<file path="src/rtl/ebv_pkg.sv">
// Shared types and constants for the edge barrier validator.
package ebv_pkg;

  // Number of rectangle registers in the configuration map
  localparam int RECT_REGS = 4;

  // Configuration port widths
  localparam int CFG_IDX_W  = 3;
  localparam int CFG_DATA_W = 64;

  // Coordinate widths: 16-bit input, 18 bits once a size has been added
  localparam int COORD_W = 16;
  localparam int SPAN_W  = 18;

  // Configuration register indexes
  localparam logic [CFG_IDX_W-1:0] REG_COUNT = 3'd0;
  localparam logic [CFG_IDX_W-1:0] REG_RECT0 = 3'd1;

  // Result status codes
  typedef enum logic [2:0] {
    ST_ACCEPTED    = 3'd0,
    ST_NOT_ALIGNED = 3'd1,
    ST_POINT       = 3'd2,
    ST_MULTIPLE    = 3'd3,
    ST_OVERLAP     = 3'd4,
    ST_PARTIAL     = 3'd5,
    ST_NO_EDGE     = 3'd6
  } status_t;

  // One monitor rectangle as packed in its register
  typedef struct packed {
    logic        [15:0] h;
    logic        [15:0] w;
    logic signed [15:0] y;
    logic signed [15:0] x;
  } rect_t;

  // Segment and running verdict handed from cell to cell
  typedef struct packed {
    logic                      vert;   // segment runs along y
    logic signed [COORD_W-1:0] c;      // fixed coordinate
    logic signed [COORD_W-1:0] mn;     // low end along the segment
    logic signed [COORD_W-1:0] mx;     // high end along the segment
    logic                      done;   // verdict settled
    logic                      found;  // one border already holds it
    status_t                   status;
  } seg_t;

endpackage

</file>
<file path="src/rtl/ebv_if.sv">
// Valid/ready channel interfaces for segment requests, results and configuration.
interface ebv_in_if;
  logic               valid;
  logic               ready;
  logic signed [15:0] start_x;
  logic signed [15:0] start_y;
  logic signed [15:0] end_x;
  logic signed [15:0] end_y;

  modport source (output valid, start_x, start_y, end_x, end_y, input ready);
  modport sink   (input valid, start_x, start_y, end_x, end_y, output ready);
endinterface

interface ebv_out_if;
  logic       valid;
  logic       ready;
  logic [2:0] status;

  modport source (output valid, status, input ready);
  modport sink   (input valid, status, output ready);
endinterface

interface ebv_cfg_if;
  logic        valid;
  logic        ready;
  logic [2:0]  index;
  logic [63:0] data;

  modport source (output valid, index, data, input ready);
  modport sink   (input valid, index, data, output ready);
endinterface

</file>
<file path="src/rtl/edge_barrier_validator_core.sv">
// Top level of the edge barrier validator: configuration registers and the cell chain.
// Checks each segment request against the configured monitor rectangles and returns one
// status code per request. A new request is taken every cycle unless a held result has
// filled the chain; a result passes one entry stage plus one cell per rectangle
// (NCELL = min(MAX_MONITORS, 4)) on its way out. Each cell holds a register stage, so a
// stalled result backs up the chain one stage at a time and the input keeps accepting
// while any stage is free. Configuration writes are taken every cycle and must only
// happen while no request is in flight; writes to rectangles beyond NCELL are dropped.
module edge_barrier_validator_core #(
  parameter int MAX_MONITORS = 4
) (
  input  logic     clk,
  input  logic     rst_n,
  ebv_in_if.sink   in_if,
  ebv_out_if.source out_if,
  ebv_cfg_if.sink  cfg_if
);
  import ebv_pkg::*;

  localparam int NCELL = (MAX_MONITORS < RECT_REGS) ? MAX_MONITORS : RECT_REGS;

  logic [2:0] count_r;
  rect_t      rect_r [NCELL];

  logic       link_valid [NCELL+1];
  logic       link_ready [NCELL+1];
  seg_t       link       [NCELL+1];

  // Configuration writes are always taken
  assign cfg_if.ready = 1'b1;

  // Hold the rectangle count
  always_ff @(posedge clk) begin
    if (!rst_n) begin
      count_r <= 3'd0;
    end else if (cfg_if.valid && cfg_if.index == REG_COUNT) begin
      count_r <= cfg_if.data[2:0];
    end
  end

  // Hold one rectangle per cell
  for (genvar i = 0; i < NCELL; i++) begin : g_rect
    always_ff @(posedge clk) begin
      if (!rst_n) begin
        rect_r[i] <= '0;
      end else if (cfg_if.valid && cfg_if.index == REG_RECT0 + CFG_IDX_W'(i)) begin
        rect_r[i] <= rect_t'(cfg_if.data);
      end
    end
  end

  ebv_front u_front (
    .clk      (clk),
    .rst_n    (rst_n),
    .up_valid (in_if.valid),
    .up_ready (in_if.ready),
    .start_x  (in_if.start_x),
    .start_y  (in_if.start_y),
    .end_x    (in_if.end_x),
    .end_y    (in_if.end_y),
    .dn_valid (link_valid[0]),
    .dn_ready (link_ready[0]),
    .dn       (link[0])
  );

  // One cell per rectangle, examined in index order
  for (genvar i = 0; i < NCELL; i++) begin : g_cell
    ebv_cell u_cell (
      .clk      (clk),
      .rst_n    (rst_n),
      .rect     (rect_r[i]),
      .active   (count_r > 3'(i)),
      .up_valid (link_valid[i]),
      .up_ready (link_ready[i]),
      .up       (link[i]),
      .dn_valid (link_valid[i+1]),
      .dn_ready (link_ready[i+1]),
      .dn       (link[i+1])
    );
  end

  // Last cell register is the result register
  assign out_if.valid       = link_valid[NCELL];
  assign out_if.status      = link[NCELL].status;
  assign link_ready[NCELL]  = out_if.ready;

endmodule

</file>
<file path="src/rtl/ebv_front.sv">
// Entry stage: register the segment, check alignment and length, order its ends.
module ebv_front (
  input  logic                      clk,
  input  logic                      rst_n,
  input  logic                      up_valid,
  output logic                      up_ready,
  input  logic signed [15:0]        start_x,
  input  logic signed [15:0]        start_y,
  input  logic signed [15:0]        end_x,
  input  logic signed [15:0]        end_y,
  output logic                      dn_valid,
  input  logic                      dn_ready,
  output ebv_pkg::seg_t             dn
);
  import ebv_pkg::*;

  logic               valid_r;
  seg_t               seg_r;
  seg_t               seg_nxt;
  logic               same_x;
  logic               same_y;
  logic signed [15:0] a;
  logic signed [15:0] b;

  // Prepare segment: fixed coordinate, sorted range, early verdicts
  always_comb begin
    same_x = (start_x == end_x);
    same_y = (start_y == end_y);
    a      = same_x ? start_y : start_x;
    b      = same_x ? end_y   : end_x;

    seg_nxt.vert   = same_x;
    seg_nxt.c      = same_x ? start_x : start_y;
    seg_nxt.mn     = (a < b) ? a : b;
    seg_nxt.mx     = (a < b) ? b : a;
    seg_nxt.found  = 1'b0;
    seg_nxt.done   = 1'b0;
    seg_nxt.status = ST_NO_EDGE;
    priority if (!same_x && !same_y) begin
      seg_nxt.done   = 1'b1;
      seg_nxt.status = ST_NOT_ALIGNED;
    end else if (same_x && same_y) begin
      seg_nxt.done   = 1'b1;
      seg_nxt.status = ST_POINT;
    end else begin
      // Axis aligned with some length: leave the verdict to the cells
      seg_nxt.done   = 1'b0;
    end
  end

  assign up_ready = !valid_r || dn_ready;

  // Advance whenever the next stage can take the held request
  always_ff @(posedge clk) begin
    if (!rst_n) begin
      valid_r <= 1'b0;
    end else if (up_ready) begin
      valid_r <= up_valid;
    end
  end

  always_ff @(posedge clk) begin
    if (up_ready && up_valid) begin
      seg_r <= seg_nxt;
    end
  end

  assign dn_valid = valid_r;
  assign dn       = seg_r;

endmodule

</file>
<file path="src/rtl/ebv_cell.sv">
// One link of the chain: classify the segment against one rectangle and pass it on.
module ebv_cell (
  input  logic          clk,
  input  logic          rst_n,
  input  ebv_pkg::rect_t rect,
  input  logic          active,
  input  logic          up_valid,
  output logic          up_ready,
  input  ebv_pkg::seg_t up,
  output logic          dn_valid,
  input  logic          dn_ready,
  output ebv_pkg::seg_t dn
);
  import ebv_pkg::*;

  logic                     valid_r;
  seg_t                     seg_r;
  seg_t                     seg_nxt;
  logic signed [SPAN_W-1:0] x_lo;
  logic signed [SPAN_W-1:0] x_hi;
  logic signed [SPAN_W-1:0] y_lo;
  logic signed [SPAN_W-1:0] y_hi;
  logic signed [SPAN_W-1:0] lo;
  logic signed [SPAN_W-1:0] hi;
  logic signed [SPAN_W-1:0] plo;
  logic signed [SPAN_W-1:0] phi;
  logic signed [SPAN_W-1:0] c;
  logic signed [SPAN_W-1:0] mn;
  logic signed [SPAN_W-1:0] mx;
  logic                     touch;
  logic                     on_border;
  logic                     spill;

  // Rectangle spans, both ends inclusive, no wrap
  always_comb begin
    x_lo = {{(SPAN_W-COORD_W){rect.x[COORD_W-1]}}, rect.x};
    y_lo = {{(SPAN_W-COORD_W){rect.y[COORD_W-1]}}, rect.y};
    x_hi = x_lo + {{(SPAN_W-COORD_W){1'b0}}, rect.w};
    y_hi = y_lo + {{(SPAN_W-COORD_W){1'b0}}, rect.h};
    lo   = up.vert ? x_lo : y_lo;
    hi   = up.vert ? x_hi : y_hi;
    plo  = up.vert ? y_lo : x_lo;
    phi  = up.vert ? y_hi : x_hi;
    c    = {{(SPAN_W-COORD_W){up.c[COORD_W-1]}},  up.c};
    mn   = {{(SPAN_W-COORD_W){up.mn[COORD_W-1]}}, up.mn};
    mx   = {{(SPAN_W-COORD_W){up.mx[COORD_W-1]}}, up.mx};
  end

  // Classify and fold into the running verdict
  always_comb begin
    touch     = (c >= lo) && (c <= hi) && (mx >= plo) && (mn <= phi);
    on_border = (c == lo) || (c == hi);
    spill     = (mx > phi) || (mn < plo);
    seg_nxt   = up;
    if (active && !up.done && touch) begin
      priority if (!on_border) begin
        seg_nxt.done   = 1'b1;
        seg_nxt.status = ST_OVERLAP;
      end else if (spill) begin
        seg_nxt.done   = 1'b1;
        seg_nxt.status = ST_PARTIAL;
      end else if (up.found) begin
        seg_nxt.done   = 1'b1;
        seg_nxt.status = ST_MULTIPLE;
      end else begin
        seg_nxt.found  = 1'b1;
        seg_nxt.status = ST_ACCEPTED;
      end
    end
  end

  assign up_ready = !valid_r || dn_ready;

  // Advance whenever the next link can take the held request
  always_ff @(posedge clk) begin
    if (!rst_n) begin
      valid_r <= 1'b0;
    end else if (up_ready) begin
      valid_r <= up_valid;
    end
  end

  always_ff @(posedge clk) begin
    if (up_ready && up_valid) begin
      seg_r <= seg_nxt;
    end
  end

  assign dn_valid = valid_r;
  assign dn       = seg_r;

endmodule

</file>
<file path="src/flat_wrapper.sv">
// flat-port wrapper written by rule: the top's interface ports become plain ports
module edge_barrier_validator_core_flat import ebv_pkg::*;
#(
  parameter int MAX_MONITORS = 4
)
  (clk, rst_n, in_if_valid, in_if_start_x, in_if_start_y, in_if_end_x, in_if_end_y, in_if_ready, out_if_valid, out_if_status, out_if_ready, cfg_if_valid, cfg_if_index, cfg_if_data, cfg_if_ready);
  ebv_in_if in_if_i ();
  ebv_out_if out_if_i ();
  ebv_cfg_if cfg_if_i ();
  input  logic clk;
  input  logic rst_n;
  input wire logic [$bits(in_if_i.valid)-1:0] in_if_valid;
  input wire logic [$bits(in_if_i.start_x)-1:0] in_if_start_x;
  input wire logic [$bits(in_if_i.start_y)-1:0] in_if_start_y;
  input wire logic [$bits(in_if_i.end_x)-1:0] in_if_end_x;
  input wire logic [$bits(in_if_i.end_y)-1:0] in_if_end_y;
  output wire logic [$bits(in_if_i.ready)-1:0] in_if_ready;
  output wire logic [$bits(out_if_i.valid)-1:0] out_if_valid;
  output wire logic [$bits(out_if_i.status)-1:0] out_if_status;
  input wire logic [$bits(out_if_i.ready)-1:0] out_if_ready;
  input wire logic [$bits(cfg_if_i.valid)-1:0] cfg_if_valid;
  input wire logic [$bits(cfg_if_i.index)-1:0] cfg_if_index;
  input wire logic [$bits(cfg_if_i.data)-1:0] cfg_if_data;
  output wire logic [$bits(cfg_if_i.ready)-1:0] cfg_if_ready;
  assign in_if_i.valid = in_if_valid;
  assign in_if_i.start_x = in_if_start_x;
  assign in_if_i.start_y = in_if_start_y;
  assign in_if_i.end_x = in_if_end_x;
  assign in_if_i.end_y = in_if_end_y;
  assign in_if_ready = in_if_i.ready;
  assign out_if_valid = out_if_i.valid;
  assign out_if_status = out_if_i.status;
  assign out_if_i.ready = out_if_ready;
  assign cfg_if_i.valid = cfg_if_valid;
  assign cfg_if_i.index = cfg_if_index;
  assign cfg_if_i.data = cfg_if_data;
  assign cfg_if_ready = cfg_if_i.ready;
  edge_barrier_validator_core #(.MAX_MONITORS(MAX_MONITORS)) u_core (.clk(clk), .rst_n(rst_n), .in_if(in_if_i), .out_if(out_if_i), .cfg_if(cfg_if_i));
endmodule
</file>
<file path="config.mk">
export PLATFORM = sky130hd
export DESIGN_NAME = edge_barrier_validator_core_flat
export DESIGN_NICKNAME = d
export VERILOG_FILES = /design/src/rtl/ebv_pkg.sv /design/src/rtl/ebv_if.sv /design/src/rtl/edge_barrier_validator_core.sv /design/src/rtl/ebv_front.sv /design/src/rtl/ebv_cell.sv /design/src/flat_wrapper.sv
export SDC_FILE = /design/constraint.sdc
export NUM_CORES = 1
export LEC_CHECK = 0
export BUFFER_PORTS_ARGS = -buffer_cell sky130_fd_sc_hd__buf_2
export CAP_MARGIN = 0
export CORE_UTILIZATION = 50
export CTS_BUF_LIST = sky130_fd_sc_hd__clkbuf_8
export CTS_CLUSTER_SIZE = 16
export DETAILED_ROUTE_END_ITERATION = 16
export GPL_TIMING_DRIVEN = 0
export PLACE_DENSITY_LB_ADDON = 0.12
export RECOVER_POWER = 100
export SLEW_MARGIN = 20
export SYNTH_ARGS = -nofsm -noshare
export SYNTH_HDL_FRONTEND = slang
export SYNTH_SLANG_ARGS = --single-unit
export TNS_END_PERCENT = 50
</file>
<file path="constraint.sdc">
create_clock -name clk -period 8 [get_ports clk]
set_input_delay 2.4 -clock clk [delete_from_list [all_inputs] [get_ports clk]]
set_output_delay 2.4 -clock clk [all_outputs]
set_load 0.05 [all_outputs]
</file>
==> summary by stage <==
Run status
The flow ran to the end, but the final reports show violations. The checks that failed: max-capacitance violations, max-slew violations.

Route
The via count normalized by instance count is about 6.1. Summing over every cut layer, the via total after detailed routing is roughly 27000. The total routed wirelength is ~130000 µm.

The number of detailed-routing iterations run before antenna repair is 7. The average routed wire per standard cell is about 28 µm. The total DRC errors in the routed layout is 0. The number of DRC markers after the initial detailed-route iteration is 2143. In this run the remaining antenna-violating nets after routing total 0.

Setup path
Of all nets on the critical path, the largest fanout is 10. The worst reg-to-reg path cell count is 20. The type of element launching the critical path is an input port. Walking the worst path, the cells encountered are clkbuf_1 -> xnor2_1 -> nand4_1 -> nor4_4 -> clkbuf_1 -> mux2i_1 -> inv_1 -> ha_1 -> nand2_1 -> and4b_1 -> a221oi_1 -> a211oi_1 -> o211ai_1 -> mux2_2 -> clkbuf_1 -> clkbuf_1 -> a21oi_1. By startpoint and endpoint, the worst setup path is classified as in2reg. The category of cells accounting for the largest share of critical-path delay is buffers and inverters.

The endpoint arrival time on the critical path is 7560 ps. The critical path runs through a total of 17 cells. The worst setup path is captured at a flop. The worst stage delay on the critical path is roughly 700 ps.

The buffering stage count on the worst path with inverters included is 5. The worst-path cell with the longest stage delay is sky130_fd_sc_hd__clkbuf_1. By instance count, the cell type seen most on the critical path is sky130_fd_sc_hd__clkbuf_1. STA puts the critical path data required time at about 8400 ps.

Timing
In the finished design, the share of the clock period the worst path needs comes to 89.6%. The number of hold violations in the final report is 0. Setup repair after global routing left no endpoint under its margin.

For the finished layout, the period the worst path requires is roughly 7000 ps. The final worst setup slack is ~830 ps. The setup violation total in the final timing report is 0. The worst-margin pin slew is around 2700 ps. The fmax is around 140 MHz. The final count of pins violating max slew is ~180. The sum of negative setup slack is 0 ps. The headroom to the max-slew limit is -83.1%. Between clock sinks in the finished design, the worst skew comes to 51.6 ps.

Synthesis
Summing the areas of all compound-gate instances in the mapped netlist gives between 10% and 20% of the synthesized area. After synthesis, the largest family of logic cells by area is adder cells. The share of synthesized registers carrying an async set or reset is 0%. Counting every net in the synthesized netlist gives roughly 3900. Of the total synthesized cell area, the portion taken by AND, OR, NAND and NOR gates is 12.2%.

Among all flip-flop cells after synthesis, the most frequent one is sky130_fd_sc_hd__edfxtp_1. The synthesized area per cell is ~11 µm². The gate count after technology mapping is 3193. Yosys printed 0 warnings. The share of cell area taken by muxes after synthesis is 9.62%.

The count of cell types in the netlist is 81. After Yosys synthesis, XOR and XNOR cells account for ~3.6% of the synthesized area. The post-synthesis instance area is approximately 36000 µm². The part of the Yosys area used for sequential elements is 40.4%.

The post-synthesis share of cell area spent on full adders, half adders and majority gates is between 10% and 20%. The number of enable flip-flop cells after synthesis is around 470. The total of flip-flops plus latches after synthesis is ~480.

Final layout
Relative to the synthesized area, the layout overhead comes to 10.3%. The net count reported at finish is ~4100. The proportion of layout cells with a drive suffix above 1 is 8.65%. Cells fill 55.9% of the core in the end. The number of standard cells in the final layout excluding fillers is between 4000 and 5000.

Placed design
In this run the tool buffered the top-level ports with 140 buffer cells. The placer congestion estimate is between 1 and 1.5. The HPWL after detailed placement is 105000 µm. The number of instances in the placed design is 4290.

Prior to clock tree synthesis, the placed netlist has a worst setup slack of 597 ps.

Floorplan
The placeable core region is 70300 µm². The die area is a little over 70000 µm². The starting utilization of the core area is between 50% and 60%. The floorplan has between 90 and 100 rows. Pin placement for this block handled around 140 I/O pins. The floorplan die height is about 270 µm. The overall die width is roughly 270 µm.

Global route
The global-route wire length before repair is around 180000 µm. Global routing finished with a remaining overflow of 0. Entering global routing, the biggest net connects 51 pins. The number of antenna violations at the first check in global routing was 21. Global routing used between 30% and 40% of the available tracks across all layers. The via count of the first global-routing pass is 26800.

Clock network
The total CTS buffers is 83. The root cell of the clock tree is sky130_fd_sc_hd__clkbuf_8. The TritonCTS clock tree is done. The number of setup buffers added after CTS is 0.

CTS built an H-tree with a depth of 3. The count of hold-fix buffers inserted at cts is 0. The clock transition at the registers of the reported paths is 60 ps.

The clock network latency to the later pin of the worst-skew pair is ~710 ps. Counting every sink on the clock net gives roughly 480. The clock passes through at most 3 buffers. The number of instances resized during post-cts repair is 0.

Flow run
The max-cap violation count is 9.

Hold path
The cell depth of the worst hold path is 0. The type of the worst min-delay path is reg2reg.

Power and ir drop
The leakage power is about 17 nW. For this design the ratio of total power to cell area is ~200 nW/µm². VDD sags by at most about 0.17 mV.
## sequential cells by signal (all words and copies together), names as in the netlist
| name | cells |
|---|---|
| u_core.rect_r | 256 |
| u_core.g_cell.u_cell.dn | 165 |
| u_core.u_front.dn | 53 |
| u_core.g_cell.u_cell.dn_valid | 4 |
| u_core.count_r | 3 |
| u_core.u_front.dn_valid | 1 |
## per-stage QoR
step	power, mW	area, µm²	hold slack, ps
2_1_floorplan	4.49	35600	424
3_3_place_gp	5.23	37500	445
3_5_place_dp	5.31	38000	461
4_1_cts	7.68	39700	449
5_1_grt	7.99	39300	486
6_report	7.66	39300	455
## synthesized netlist by cell type (all sizes together), types with 4 or more instances
cell     instances  area [µm²]
xnor2          113         990
o31ai           13        97.6
and4             7        61.3
nor4            13         103
nand2b          31         194
xor2            32         280
nand4           77         482
nand2           92         345
nor2           175         657
edfxtp         474       14200
a21oi          195         976
a31oi           11        68.8
fa               8         160
a41o             4        40.0
or2             12        75.1
or3              8        50.1
o21a            40         300
nor2b           52         325
nand3           29         145
o211ai          22         165
inv            129         484
a211oi          38         285
mux2            51         574
a21boi          10        75.1
clkbuf          48         180
dfxtp            8         160
o22ai            4        25.0
buf             19        90.1
a21o           116         871
nor3            35         175
o21ai          121         606
o221ai           5        43.8
o31a             7        61.3
ha             555        6940
o21bai          11        82.6
and3             5        31.3
a221oi           9        78.8
and2           260        1630
o2111ai         11        96.3
mux2i          285        2850
o41ai            9        78.8
a2111oi         10        87.6
## area by class of cell
cell class / count / area [µm²]
fillers: 6070 / 31000
multi-input cells: 2514 / 20500
flip-flops and latches: 482 / 14400
well taps: 940 / 1180
clock buffers: 84 / 1160
repair buffers: 157 / 752
clock inverters: 69 / 574
inverters: 130 / 488
plain buffers: 67 / 265
diodes: 4 / 10.0
## cells in the final DEF, fill, tap and decap left out, types with 92 or more instances in the layout
cell type / Yosys / layout
sky130_fd_sc_hd__ha_1: 555 / 555
sky130_fd_sc_hd__a21o_1: 116 / 116
sky130_fd_sc_hd__buf_2: 3 / 132
sky130_fd_sc_hd__inv_1: 126 / 140
sky130_fd_sc_hd__o21ai_0: 90 / 95
sky130_fd_sc_hd__edfxtp_1: 474 / 474
sky130_fd_sc_hd__and2_0: 1 / 168
sky130_fd_sc_hd__a21oi_1: 195 / 195
sky130_fd_sc_hd__nand2_1: 92 / 92
sky130_fd_sc_hd__xnor2_1: 113 / 113
sky130_fd_sc_hd__nor2_1: 175 / 175
sky130_fd_sc_hd__mux2i_1: 285 / 285
sky130_fd_sc_hd__and2_1: 259 / 92
## cells by family after synthesis
group / count (synthesis)
flops: 482
buf+inv: 197
compound gates: 664
fa+ha+maj: 563
xor+xnor: 145
other cells: 1
simple gates: 805
mux: 336
## metal layers
| layer | GRT usage, % | vias up | wire (µm) |
|---|---|---|---|
| met4 | 24.2 | 2 | 9620 |
| met2 | 60.0 | 1074 | 61300 |
| met1 | 39.9 | 13100 | 47200 |
| met3 | 4.85 | 306 | 7600 |
| li1 | - | 12600 | - |
| met5 | 0 | - | 8 |
## final timing paths
check / start / endpoint / slack, ps
hold / removal: u_core.g_cell[0].u_cell.dn[21]$_DFFE_PP_ / u_core.g_cell[1].u_cell.dn[21]$_DFFE_PP_ / 460
setup / recovery: in_if_start_x[10] / u_core.u_front.dn[35]$_DFFE_PP_ / 830
setup reg to reg: u_core.rect_r[1][16]$_SDFFCE_PN0P_ / u_core.g_cell[1].u_cell.dn[2]$_DFFE_PP_ / 1670
hold reg to reg: u_core.g_cell[0].u_cell.dn[21]$_DFFE_PP_ / u_core.g_cell[1].u_cell.dn[21]$_DFFE_PP_ / 460
## worst reg2reg max path, delay by kind of cell, from the launching register on
family          cells  cell delay [ps]
fa+ha+maj           3              830
buf+inv             1               80
simple gates        4             1130
xor+xnor            1              230
flops               1              430
compound gates      9             2830
mux                 2              500
## where the power goes
group	internal, mW	leakage [nW]	switching [mW]
sequential	2.93	4.58	0.166
combinational	0.850	11.1	1.35
clock	1.26	0.926	1.11
total	5.04	16.6	2.62
Note: power is estimated with default switching activity, not from simulation.
